[config.mk]
export PLATFORM = sky130hd
export DESIGN_NAME = url_percent_codec_flat
export DESIGN_NICKNAME = d
export VERILOG_FILES = /design/src/design/upc_pkg.sv /design/src/design/upc_req_if.sv /design/src/design/upc_rsp_if.sv /design/src/design/url_percent_codec.sv /design/src/design/upc_front.sv /design/src/design/upc_queue.sv /design/src/design/upc_back.sv /design/src/flat_wrapper.sv
export SDC_FILE = /design/constraint.sdc
export NUM_CORES = 1
export LEC_CHECK = 0
export ABC_AREA = 0
export BUFFER_PORTS_ARGS = -buffer_cell sky130_fd_sc_hd__buf_2
export CELL_PAD_IN_SITES_DETAIL_PLACEMENT = 1
export CELL_PAD_IN_SITES_GLOBAL_PLACEMENT = 2
export CORE_MARGIN = 10
export CORE_UTILIZATION = 43
export DETAILED_ROUTE_END_ITERATION = 16
export PLACE_DENSITY = 0.81
export REMOVE_ABC_BUFFERS = 1
export SYNTH_ARGS = -nofsm -noshare
export SYNTH_HDL_FRONTEND = slang
export SYNTH_SLANG_ARGS = --single-unit
[constraint.sdc]
create_clock -name clock -period 9.9 [get_ports clock]
set_clock_uncertainty 0.05 [all_clocks]
set_input_delay 2.97 -clock clock [delete_from_list [all_inputs] [get_ports clock]]
set_output_delay 2.97 -clock clock [all_outputs]
set_load 0.1 [all_outputs]
[src/design/upc_pkg.sv]
// Package for the URL percent codec: mode codes, character constants,
// the job record passed from the front end to the back end, and hex helpers.
// Depends on nothing.
package upc_pkg;

   localparam logic [1:0] MODE_ENCODE = 2'd0;
   localparam logic [1:0] MODE_PATH   = 2'd1;
   localparam logic [1:0] MODE_QUERY  = 2'd2;
   localparam logic [1:0] MODE_DECODE = 2'd3;

   localparam logic [1:0] HELD_NONE = 2'd0;
   localparam logic [1:0] HELD_ONE  = 2'd1;
   localparam logic [1:0] HELD_TWO  = 2'd2;

   localparam logic [7:0] CH_PERCENT = 8'h25;
   localparam logic [7:0] CH_PLUS    = 8'h2B;
   localparam logic [7:0] CH_SPACE   = 8'h20;
   localparam logic [7:0] CH_TILDE   = 8'h7E;
   localparam logic [7:0] CH_SLASH   = 8'h2F;
   localparam logic [7:0] CH_DASH    = 8'h2D;
   localparam logic [7:0] CH_UNDER   = 8'h5F;
   localparam logic [7:0] CH_DOT     = 8'h2E;

   localparam logic [4:0] HEX_BASE = 5'd16;
   localparam logic [3:0] HEX_TEN  = 4'd10;

   localparam int JOB_BYTES     = 3;
   localparam int QUEUE_DEPTH   = 2;

   typedef struct packed {
      logic [JOB_BYTES-1:0][7:0] bytes;
      logic [1:0]                count;
      logic                      last;
   } upc_job_type;

   function automatic logic is_alnum(input logic [7:0] b);
      return (b >= 8'h30 && b <= 8'h39) || (b >= 8'h41 && b <= 8'h5A) ||
             (b >= 8'h61 && b <= 8'h7A);
   endfunction

   function automatic logic is_hex(input logic [7:0] b);
      return (b >= 8'h30 && b <= 8'h39) || (b >= 8'h41 && b <= 8'h46) ||
             (b >= 8'h61 && b <= 8'h66);
   endfunction

   function automatic logic [3:0] hex_val(input logic [7:0] b);
      logic [7:0] v;
      v = 8'h00;
      if (b >= 8'h30 && b <= 8'h39) begin
         v = b - 8'h30;
      end else if (b >= 8'h41 && b <= 8'h46) begin
         v = b - 8'h41 + {4'h0, HEX_TEN};
      end else if (b >= 8'h61 && b <= 8'h66) begin
         v = b - 8'h61 + {4'h0, HEX_TEN};
      end
      return v[3:0];
   endfunction

   function automatic logic [7:0] hex_digit(input logic [3:0] v);
      if (v < HEX_TEN) begin
         return 8'h30 + {4'h0, v};
      end
      return 8'h41 + {4'h0, v - HEX_TEN};
   endfunction

endpackage

[src/design/upc_req_if.sv]
// Request channel of the URL percent codec: one input byte per request.
// Depends on nothing.
interface upc_req_if;
   logic       valid;
   logic       ready;
   logic [7:0] data_byte;
   logic       last_byte;

   modport source(output valid, output data_byte, output last_byte, input ready);
   modport sink(input valid, input data_byte, input last_byte, output ready);
endinterface

[src/design/upc_rsp_if.sv]
// Response channel of the URL percent codec: one output byte per response.
// Depends on nothing.
interface upc_rsp_if;
   logic       valid;
   logic       ready;
   logic [7:0] out_byte;
   logic       out_last;

   modport source(output valid, output out_byte, output out_last, input ready);
   modport sink(input valid, input out_byte, input out_last, output ready);
endinterface

[src/design/url_percent_codec.sv]
// Top level of the URL percent codec: front end, job queue and back end.
// Depends on upc_pkg, upc_req_if, upc_rsp_if, upc_front, upc_queue, upc_back.
//
// Each request carries one byte of a string and a flag on its last byte.
// Each response carries one output byte and a flag on the final byte of
// the string. The csr port writes the 2-bit coding mode: 0 encodes, 1 also
// keeps '/', 2 writes a space as '+', 3 decodes. A write also drops any
// partly received escape, so write it only while the block is idle.
// A request that encodes to a percent escape yields three responses; a
// request in decode mode yields zero, one, two or three responses.
// The first response of a request passes through the job queue, the
// current-job register and the response register. The response port
// sends one byte per cycle while the receiver is ready. The front end
// takes a new request every cycle while the job queue has room.
// When the receiver stalls, the response register holds its byte, the
// queue fills and request ready drops. Reset selects mode 0, clears the
// decoder and queue and leaves no response pending.
module url_percent_codec #(
   parameter int QUEUE_DEPTH = upc_pkg::QUEUE_DEPTH
) (
   input  logic       clock,
   input  logic       reset,
   input  logic       csr_write_enable,
   input  logic [1:0] csr_write_data,
   upc_req_if.sink    req,
   upc_rsp_if.source  rsp
);

   upc_pkg::upc_job_type push_job;
   upc_pkg::upc_job_type pop_job;
   logic push_valid;
   logic queue_full;
   logic queue_empty;
   logic pop;

   upc_front u_front (
      .clock            (clock),
      .reset            (reset),
      .csr_write_enable (csr_write_enable),
      .csr_write_data   (csr_write_data),
      .req              (req),
      .queue_full       (queue_full),
      .push_valid       (push_valid),
      .push_job         (push_job)
   );

   upc_queue #(
      .DEPTH (QUEUE_DEPTH)
   ) u_queue (
      .clock      (clock),
      .reset      (reset),
      .push_valid (push_valid),
      .push_job   (push_job),
      .full       (queue_full),
      .pop        (pop),
      .empty      (queue_empty),
      .pop_job    (pop_job)
   );

   upc_back u_back (
      .clock   (clock),
      .reset   (reset),
      .empty   (queue_empty),
      .pop_job (pop_job),
      .pop     (pop),
      .rsp     (rsp)
   );

endmodule

[src/design/upc_front.sv]
// Front end of the URL percent codec: holds the mode register and decoder
// state, classifies each input byte and builds a job of up to three bytes.
// Depends on upc_pkg and upc_req_if.
module upc_front (
   input  logic                 clock,
   input  logic                 reset,
   input  logic                 csr_write_enable,
   input  logic [1:0]           csr_write_data,
   upc_req_if.sink              req,
   input  logic                 queue_full,
   output logic                 push_valid,
   output upc_pkg::upc_job_type push_job
);

   logic [1:0] mode_ff, mode_in;
   logic [1:0] held_count_ff, held_count_in;
   logic [7:0] held_bytes_ff [2];
   logic [7:0] held_bytes_in [2];
   logic       accept;
   logic       pass;
   logic       fresh;
   logic [7:0] b;
   logic       last;
   upc_pkg::upc_job_type job;

   assign req.ready = !queue_full;
   assign accept    = req.valid && req.ready;
   assign b         = req.data_byte;
   assign last      = req.last_byte;

   assign pass = upc_pkg::is_alnum(b) || b == upc_pkg::CH_DASH || b == upc_pkg::CH_UNDER ||
                 b == upc_pkg::CH_DOT || b == upc_pkg::CH_TILDE ||
                 (mode_ff == upc_pkg::MODE_PATH && b == upc_pkg::CH_SLASH);

   always_comb begin
      job              = '0;
      job.last         = last;
      fresh            = 1'b0;
      held_count_in    = held_count_ff;
      held_bytes_in[0] = held_bytes_ff[0];
      held_bytes_in[1] = held_bytes_ff[1];
      if (mode_ff != upc_pkg::MODE_DECODE) begin
         if (pass) begin
            job.bytes[0] = b;
            job.count    = 2'd1;
         end else if (mode_ff == upc_pkg::MODE_QUERY && b == upc_pkg::CH_SPACE) begin
            job.bytes[0] = upc_pkg::CH_PLUS;
            job.count    = 2'd1;
         end else begin
            job.bytes[0] = upc_pkg::CH_PERCENT;
            job.bytes[1] = upc_pkg::hex_digit(b[7:4]);
            job.bytes[2] = upc_pkg::hex_digit(b[3:0]);
            job.count    = 2'd3;
         end
      end else begin
         unique case (held_count_ff)
            upc_pkg::HELD_NONE: begin
               fresh = 1'b1;
            end
            upc_pkg::HELD_ONE: begin
               if (upc_pkg::is_hex(b) && !last) begin
                  held_count_in    = upc_pkg::HELD_TWO;
                  held_bytes_in[1] = b;
               end else if (upc_pkg::is_hex(b)) begin
                  held_count_in = upc_pkg::HELD_NONE;
                  job.bytes[0]  = held_bytes_ff[0];
                  job.bytes[1]  = b;
                  job.count     = 2'd2;
               end else begin
                  held_count_in = upc_pkg::HELD_NONE;
                  job.bytes[0]  = held_bytes_ff[0];
                  job.count     = 2'd1;
                  fresh         = 1'b1;
               end
            end
            upc_pkg::HELD_TWO: begin
               held_count_in = upc_pkg::HELD_NONE;
               if (upc_pkg::is_hex(b)) begin
                  job.bytes[0] = {upc_pkg::hex_val(held_bytes_ff[1]), upc_pkg::hex_val(b)};
                  job.count    = 2'd1;
               end else begin
                  job.bytes[0] = held_bytes_ff[0];
                  job.bytes[1] = held_bytes_ff[1];
                  job.count    = 2'd2;
                  fresh        = 1'b1;
               end
            end
            default: begin
               held_count_in = upc_pkg::HELD_NONE;
               fresh         = 1'b1;
            end
         endcase
         if (fresh) begin
            if (b == upc_pkg::CH_PERCENT && !last) begin
               held_count_in    = upc_pkg::HELD_ONE;
               held_bytes_in[0] = b;
            end else begin
               job.bytes[job.count] = (b == upc_pkg::CH_PLUS) ? upc_pkg::CH_SPACE : b;
               job.count            = job.count + 2'd1;
            end
         end
      end
   end

   assign mode_in    = csr_write_enable ? csr_write_data : mode_ff;
   assign push_valid = accept && job.count != 2'd0;
   assign push_job   = job;

   always_ff @(posedge clock) begin
      if (reset) begin
         mode_ff       <= upc_pkg::MODE_ENCODE;
         held_count_ff <= upc_pkg::HELD_NONE;
      end else begin
         mode_ff <= mode_in;
         if (csr_write_enable) begin
            held_count_ff <= upc_pkg::HELD_NONE;
         end else if (accept) begin
            held_count_ff <= held_count_in;
         end
      end
   end

   always_ff @(posedge clock) begin
      if (accept) begin
         held_bytes_ff[0] <= held_bytes_in[0];
         held_bytes_ff[1] <= held_bytes_in[1];
      end
   end

endmodule

[src/design/upc_queue.sv]
// Short job queue between the front end and the back end of the codec.
// Depends on upc_pkg.
module upc_queue #(
   parameter int DEPTH = upc_pkg::QUEUE_DEPTH
) (
   input  logic                 clock,
   input  logic                 reset,
   input  logic                 push_valid,
   input  upc_pkg::upc_job_type push_job,
   output logic                 full,
   input  logic                 pop,
   output logic                 empty,
   output upc_pkg::upc_job_type pop_job
);

   localparam int PTR_W = $clog2(DEPTH);
   localparam int CNT_W = $clog2(DEPTH + 1);

   upc_pkg::upc_job_type mem_ff [DEPTH];
   logic [PTR_W-1:0] wr_ptr_ff, wr_ptr_in;
   logic [PTR_W-1:0] rd_ptr_ff, rd_ptr_in;
   logic [CNT_W-1:0] count_ff, count_in;
   logic             do_push;
   logic             do_pop;

   assign full    = count_ff == CNT_W'(DEPTH);
   assign empty   = count_ff == '0;
   assign do_push = push_valid && !full;
   assign do_pop  = pop && !empty;
   assign pop_job = mem_ff[rd_ptr_ff];

   always_comb begin
      wr_ptr_in = wr_ptr_ff;
      rd_ptr_in = rd_ptr_ff;
      count_in  = count_ff;
      if (do_push) begin
         wr_ptr_in = (wr_ptr_ff == PTR_W'(DEPTH - 1)) ? '0 : wr_ptr_ff + 1'b1;
      end
      if (do_pop) begin
         rd_ptr_in = (rd_ptr_ff == PTR_W'(DEPTH - 1)) ? '0 : rd_ptr_ff + 1'b1;
      end
      if (do_push && !do_pop) begin
         count_in = count_ff + 1'b1;
      end else if (do_pop && !do_push) begin
         count_in = count_ff - 1'b1;
      end
   end

   always_ff @(posedge clock) begin
      if (reset) begin
         wr_ptr_ff <= '0;
         rd_ptr_ff <= '0;
         count_ff  <= '0;
      end else begin
         wr_ptr_ff <= wr_ptr_in;
         rd_ptr_ff <= rd_ptr_in;
         count_ff  <= count_in;
      end
   end

   always_ff @(posedge clock) begin
      if (do_push) begin
         mem_ff[wr_ptr_ff] <= push_job;
      end
   end

endmodule

[src/design/upc_back.sv]
// Back end of the codec: takes jobs from the queue and sends their bytes
// one per cycle, while the receiver is ready, through a registered response channel.
// Depends on upc_pkg and upc_rsp_if.
module upc_back (
   input  logic                 clock,
   input  logic                 reset,
   input  logic                 empty,
   input  upc_pkg::upc_job_type pop_job,
   output logic                 pop,
   upc_rsp_if.source            rsp
);

   upc_pkg::upc_job_type cur_ff;
   logic       cur_valid_ff, cur_valid_in;
   logic [1:0] idx_ff, idx_in;
   logic       rsp_valid_ff, rsp_valid_in;
   logic [7:0] rsp_byte_ff;
   logic       rsp_last_ff;
   logic       advance;
   logic       emit;
   logic       final_byte;

   assign advance    = !rsp_valid_ff || rsp.ready;
   assign emit       = advance && cur_valid_ff;
   assign final_byte = idx_ff == cur_ff.count - 2'd1;
   assign pop        = !empty && (!cur_valid_ff || (emit && final_byte));

   always_comb begin
      cur_valid_in = cur_valid_ff;
      idx_in       = idx_ff;
      rsp_valid_in = advance ? cur_valid_ff : rsp_valid_ff;
      if (pop) begin
         cur_valid_in = 1'b1;
         idx_in       = 2'd0;
      end else if (emit) begin
         cur_valid_in = !final_byte;
         idx_in       = idx_ff + 2'd1;
      end
   end

   always_ff @(posedge clock) begin
      if (reset) begin
         cur_valid_ff <= 1'b0;
         idx_ff       <= 2'd0;
         rsp_valid_ff <= 1'b0;
      end else begin
         cur_valid_ff <= cur_valid_in;
         idx_ff       <= idx_in;
         rsp_valid_ff <= rsp_valid_in;
      end
   end

   always_ff @(posedge clock) begin
      if (pop) begin
         cur_ff <= pop_job;
      end
      if (emit) begin
         rsp_byte_ff <= cur_ff.bytes[idx_ff];
         rsp_last_ff <= cur_ff.last && final_byte;
      end
   end

   assign rsp.valid    = rsp_valid_ff;
   assign rsp.out_byte = rsp_byte_ff;
   assign rsp.out_last = rsp_last_ff;

endmodule
[src/flat_wrapper.sv]
// flat-port wrapper written by rule: the top's interface ports become plain ports
module url_percent_codec_flat 
#(
   parameter int QUEUE_DEPTH = upc_pkg::QUEUE_DEPTH
)
  (clock, reset, csr_write_enable, csr_write_data, req_valid, req_data_byte, req_last_byte, req_ready, rsp_valid, rsp_out_byte, rsp_out_last, rsp_ready);
  upc_req_if req_i ();
  upc_rsp_if rsp_i ();
  input  logic clock;
  input  logic reset;
  input  logic csr_write_enable;
  input  logic [1:0] csr_write_data;
  input wire logic [$bits(req_i.valid)-1:0] req_valid;
  input wire logic [$bits(req_i.data_byte)-1:0] req_data_byte;
  input wire logic [$bits(req_i.last_byte)-1:0] req_last_byte;
  output wire logic [$bits(req_i.ready)-1:0] req_ready;
  output wire logic [$bits(rsp_i.valid)-1:0] rsp_valid;
  output wire logic [$bits(rsp_i.out_byte)-1:0] rsp_out_byte;
  output wire logic [$bits(rsp_i.out_last)-1:0] rsp_out_last;
  input wire logic [$bits(rsp_i.ready)-1:0] rsp_ready;
  assign req_i.valid = req_valid;
  assign req_i.data_byte = req_data_byte;
  assign req_i.last_byte = req_last_byte;
  assign req_ready = req_i.ready;
  assign rsp_valid = rsp_i.valid;
  assign rsp_out_byte = rsp_i.out_byte;
  assign rsp_out_last = rsp_i.out_last;
  assign rsp_i.ready = rsp_ready;
  url_percent_codec #(.QUEUE_DEPTH(QUEUE_DEPTH)) u_core (.clock(clock), .reset(reset), .csr_write_enable(csr_write_enable), .csr_write_data(csr_write_data), .req(req_i), .rsp(rsp_i));
endmodule
==> impl_metrics.tcl <==
set metrics [dict create \
    layout_common_cells "edfxtp_1, nand2_1, o21ai_0" \
    synth_edf_count 106 \
    power_density_mw_per_mm2 251 \
    path_max_fanout 27 \
    worst_path_largest_cell_delay_ns 1.02 \
    cpMaxStageDelayCell "and2_1" \
    r2r_end "u_core.u_queue.mem_ff[1][12]$_DFFE_PP_" \
    dp_hpwl_um 11700 \
    seq_area_frac_synth_pct 55.8 \
    wl_met1_um 7110 \
    postCtsSetupRepairBufs 0 \
    ys_types 76 \
    ir_worst_vdd_mv 0.133 \
    fillers 1471 \
    ctsHtreeMaxLevel 4 \
    crit_family "simple AND/OR/NAND/NOR gates" \
    met2_wirelength_um 7900 \
    grt_pass1_wl_um 25600 \
    fin_util_pct 50.3 \
    vias_per_cell 5.74 \
    maxSlewViolCount 0 \
    cts_buffers 17 \
    cap_violations 0 \
    drt_iter0_drc 286 \
    io_pins 27 \
    postRouteWirelength_um 16000 \
    ys_async_sr_fraction_pct 0 \
    whs_path_depth 2 \
    critPathArrivalTime_ns 8.02 \
    num_rows 43 \
    grt_usage_pct 16.8 \
    rr_worst_depth 12 \
    p_int_mw 1.23 \
    pwr-share-seq_pct 43.2 \
    clock_sinks 118 \
    core_mm2 0.0139 \
    diodes 0 \
    fmax_mhz 124 \
    syn_to_final_growth_pct 14.3 \
    die_x_um 139 \
    initial_core_util_pct 44.0 \
    finalHoldViolCount 0 \
    relSlewSlack_pct 14.0 \
    hp-class "reg2reg" \
    power.leakage_nw 2.45 \
    clockBufferDepth 2 \
    synth.yosys.warnings 0 \
    synth-main-ff-cell "edfxtp_1" \
    cts_resized 0 \
    clkPwrFrac_pct 35.5 \
    cts_tree "yes" \
    swShare_pct 30.0 \
    die_area_mm2 0.0194 \
    clk-insertion-delay-late_ns 0.41 \
    gp_congestion 0.918 \
    tightestPinTransition_ns 1.29 \
    final_common_cell "edfxtp_1" \
    switchingPower_mw 0.528 \
    grt_pass1_vias 4511 \
    combPwrFrac_pct 21.3 \
    dr.max_layer_used "met4" \
    ant_nets 0 \
    drive_gt1_share_pct 18.4 \
    drtPass1Iterations 4 \
    r2r_start "u_core.u_front.held_count_ff[1]$_SDFFE_PP0P_" \
    dieHeight_um 139 \
    drc 0 \
    syn_area_per_cell_um2 12.0 \
    overflow 0 \
    synthCells 511 \
    setup_tns_ns 0 \
    via_count 4187 \
    io_buffers 26 \
    wl_per_cell_um 21.9 \
    start_kind "input port" \
    nets 581 \
    finalCriticalPeriod_ns 8.05 \
    crit_type "in2reg" \
    grt_antenna_before_repair 0 \
    postCtsHoldBufs 0 \
    cts_root_buffer "clkbuf_16" \
    critPathBufInv 3 \
    crit_path_cell_trace "buf_2 > inv_1 > ha_1 > or4b_4 > a21boi_0 > o22ai_1 > nor2_1 > nand2_1 > a21oi_1 > inv_1 > ha_1 > nand3_1 > a211o_1 > o211a_1 > a21oi_2 > and2_1" \
    met3WireLength_um 590 \
    endpoint_kind "flop" \
    rsz0062_at_grt "no" \
    finalCritPeriodShare_pct 81.3 \
    setup_violations 0 \
    clkTransAtPathRegs_ns 0.05 \
    ys_ff_latch 118 \
    hp-start "u_core.u_back.cur_valid_ff$_SDFFE_PP0P_" \
    status "finished clean" \
    grt_max_degree 32 \
    min_to "u_core.u_back.rsp.valid$_SDFFE_PP0P_" \
    worstPathRequired_ns 9.87 \
    crit_cells 16 \
    syn-cell-area_mm2 0.00613 \
    rrSetupSlack_ns 5.76 \
]
==> how the worst max path moves through the flow <==
stage,slack (ns),start,end
after global routing,1.28,req_data_byte[1],u_core.u_queue.mem_ff[1][21]$_DFFE_PP_
after CTS,1.89,req_data_byte[1],u_core.u_queue.mem_ff[1][11]$_DFFE_PP_
after global placement,1.72,req_data_byte[1],u_core.u_queue.mem_ff[1][22]$_DFFE_PP_
after floorplan,2.05,req_data_byte[1],u_core.u_queue.mem_ff[0][0]$_DFFE_PP_
after detailed placement,1.48,req_data_byte[1],u_core.u_queue.mem_ff[1][20]$_DFFE_PP_
final,1.85,req_data_byte[1],u_core.u_queue.mem_ff[1][12]$_DFFE_PP_
==> registers in the layout, indices dropped and copies added (netlist names), 2 cells and up <==
| signal | flops |
|---|---|
| u_core.u_back.rsp.out_byte | 8 |
| u_core.u_front.mode_ff | 2 |
| u_core.u_queue.mem_ff | 54 |
| u_core.u_front.held_bytes_ff | 16 |
| u_core.u_queue.count_ff | 2 |
| u_core.u_back.cur_ff | 27 |
| u_core.u_front.held_count_ff | 2 |
| u_core.u_back.idx_ff | 2 |
==> logic make-up (layout without fill, tap and decap cells) <==
kind of cell / count (synthesis) / after routing / synth area share (%)
adders and majority gates: 28 / 28 / 5.71
buffers and inverters: 44 / 82 / 2.98
xor gates and xnor gates: 16 / 16 / 2.28
AOI/OAI and AO/OA: 111 / 111 / 13.1
and+or+nand+nor: 155 / 155 / 13.2
DFF: 118 / 118 / 55.8
muxes: 39 / 39 / 6.94
==> metrics by stage <==
| step | power (mW) | worst slack, ns | std cells | area (µm²) | hold slack [ns] |
|---|---|---|---|---|---|
| CTS | 1.78 | 1.89 | 729 | 7010 | 0.461 |
| finish | 1.76 | 1.85 | 729 | 7010 | 0.455 |
| detailed placement | 1.15 | 1.48 | 698 | 6420 | 0.454 |
| global placement | 1.13 | 1.72 | 698 | 6420 | 0.421 |
| global route | 1.84 | 1.28 | 729 | 7010 | 0.477 |
| floorplan | 1.04 | 2.05 | 489 | 6030 | 0.392 |
==> Yosys cell counts, drive strengths merged (7+ instances only) <==
cell	count	area share [%]
inv	21	1.3
ha	28	5.7
nor3	10	0.90
edfxtp	106	52
nand2	46	2.8
buf	7	0.71
a21oi	16	1.4
xnor2	9	1.3
clkbuf	15	0.92
dfxtp	12	3.9
nor2	27	1.7
mux2	28	5.1
mux2i	11	1.8
nand3	17	1.4
o211ai	7	0.86
and2	13	1.3
o21ai	30	2.4
xor2	7	1.0
==> layer usage <==
metal / vias to the layer above / GRT usage [%]
met4: 0 / 7.30
met2: 107 / 27.9
li1: 1979 / -
met5: - / 0
met1: 2071 / 20.3
met3: 30 / 3.78
==> power by group through the flow <==
stage | clock network, mW | logic, mW | registers [mW]
floorplan | 0 | 0.188 | 0.851
global placement | 0 | 0.364 | 0.762
detailed placement | 0 | 0.378 | 0.774
CTS | 0.635 | 0.380 | 0.765
global route | 0.659 | 0.407 | 0.774
finish | 0.624 | 0.375 | 0.761
==> worst register-to-register path: cells and delay by family, from the launching register on <==
kind                     cells  cell delay (ns)
AO/OA/AOI/OAI                4             0.88
flip-flops                   1             0.33
AND/OR/NAND/NOR              4             1.64
adder cells (fa/ha/maj)      2             0.65
buffers and inverters        2             0.17
==> cell type report <==
class,count,area (µm²),area share [%]
Multi-Input combinational cell,349,2530,36.1
Inverter,22,82.6,1.18
Tap cell,180,225,3.21
Clock inverter,10,155,2.21
Sequential cell,118,3420,48.8
Timing Repair Buffer,29,153,2.18
Clock buffer,21,440,6.28
No activity file was read; power rests on OpenSTA's default activity.
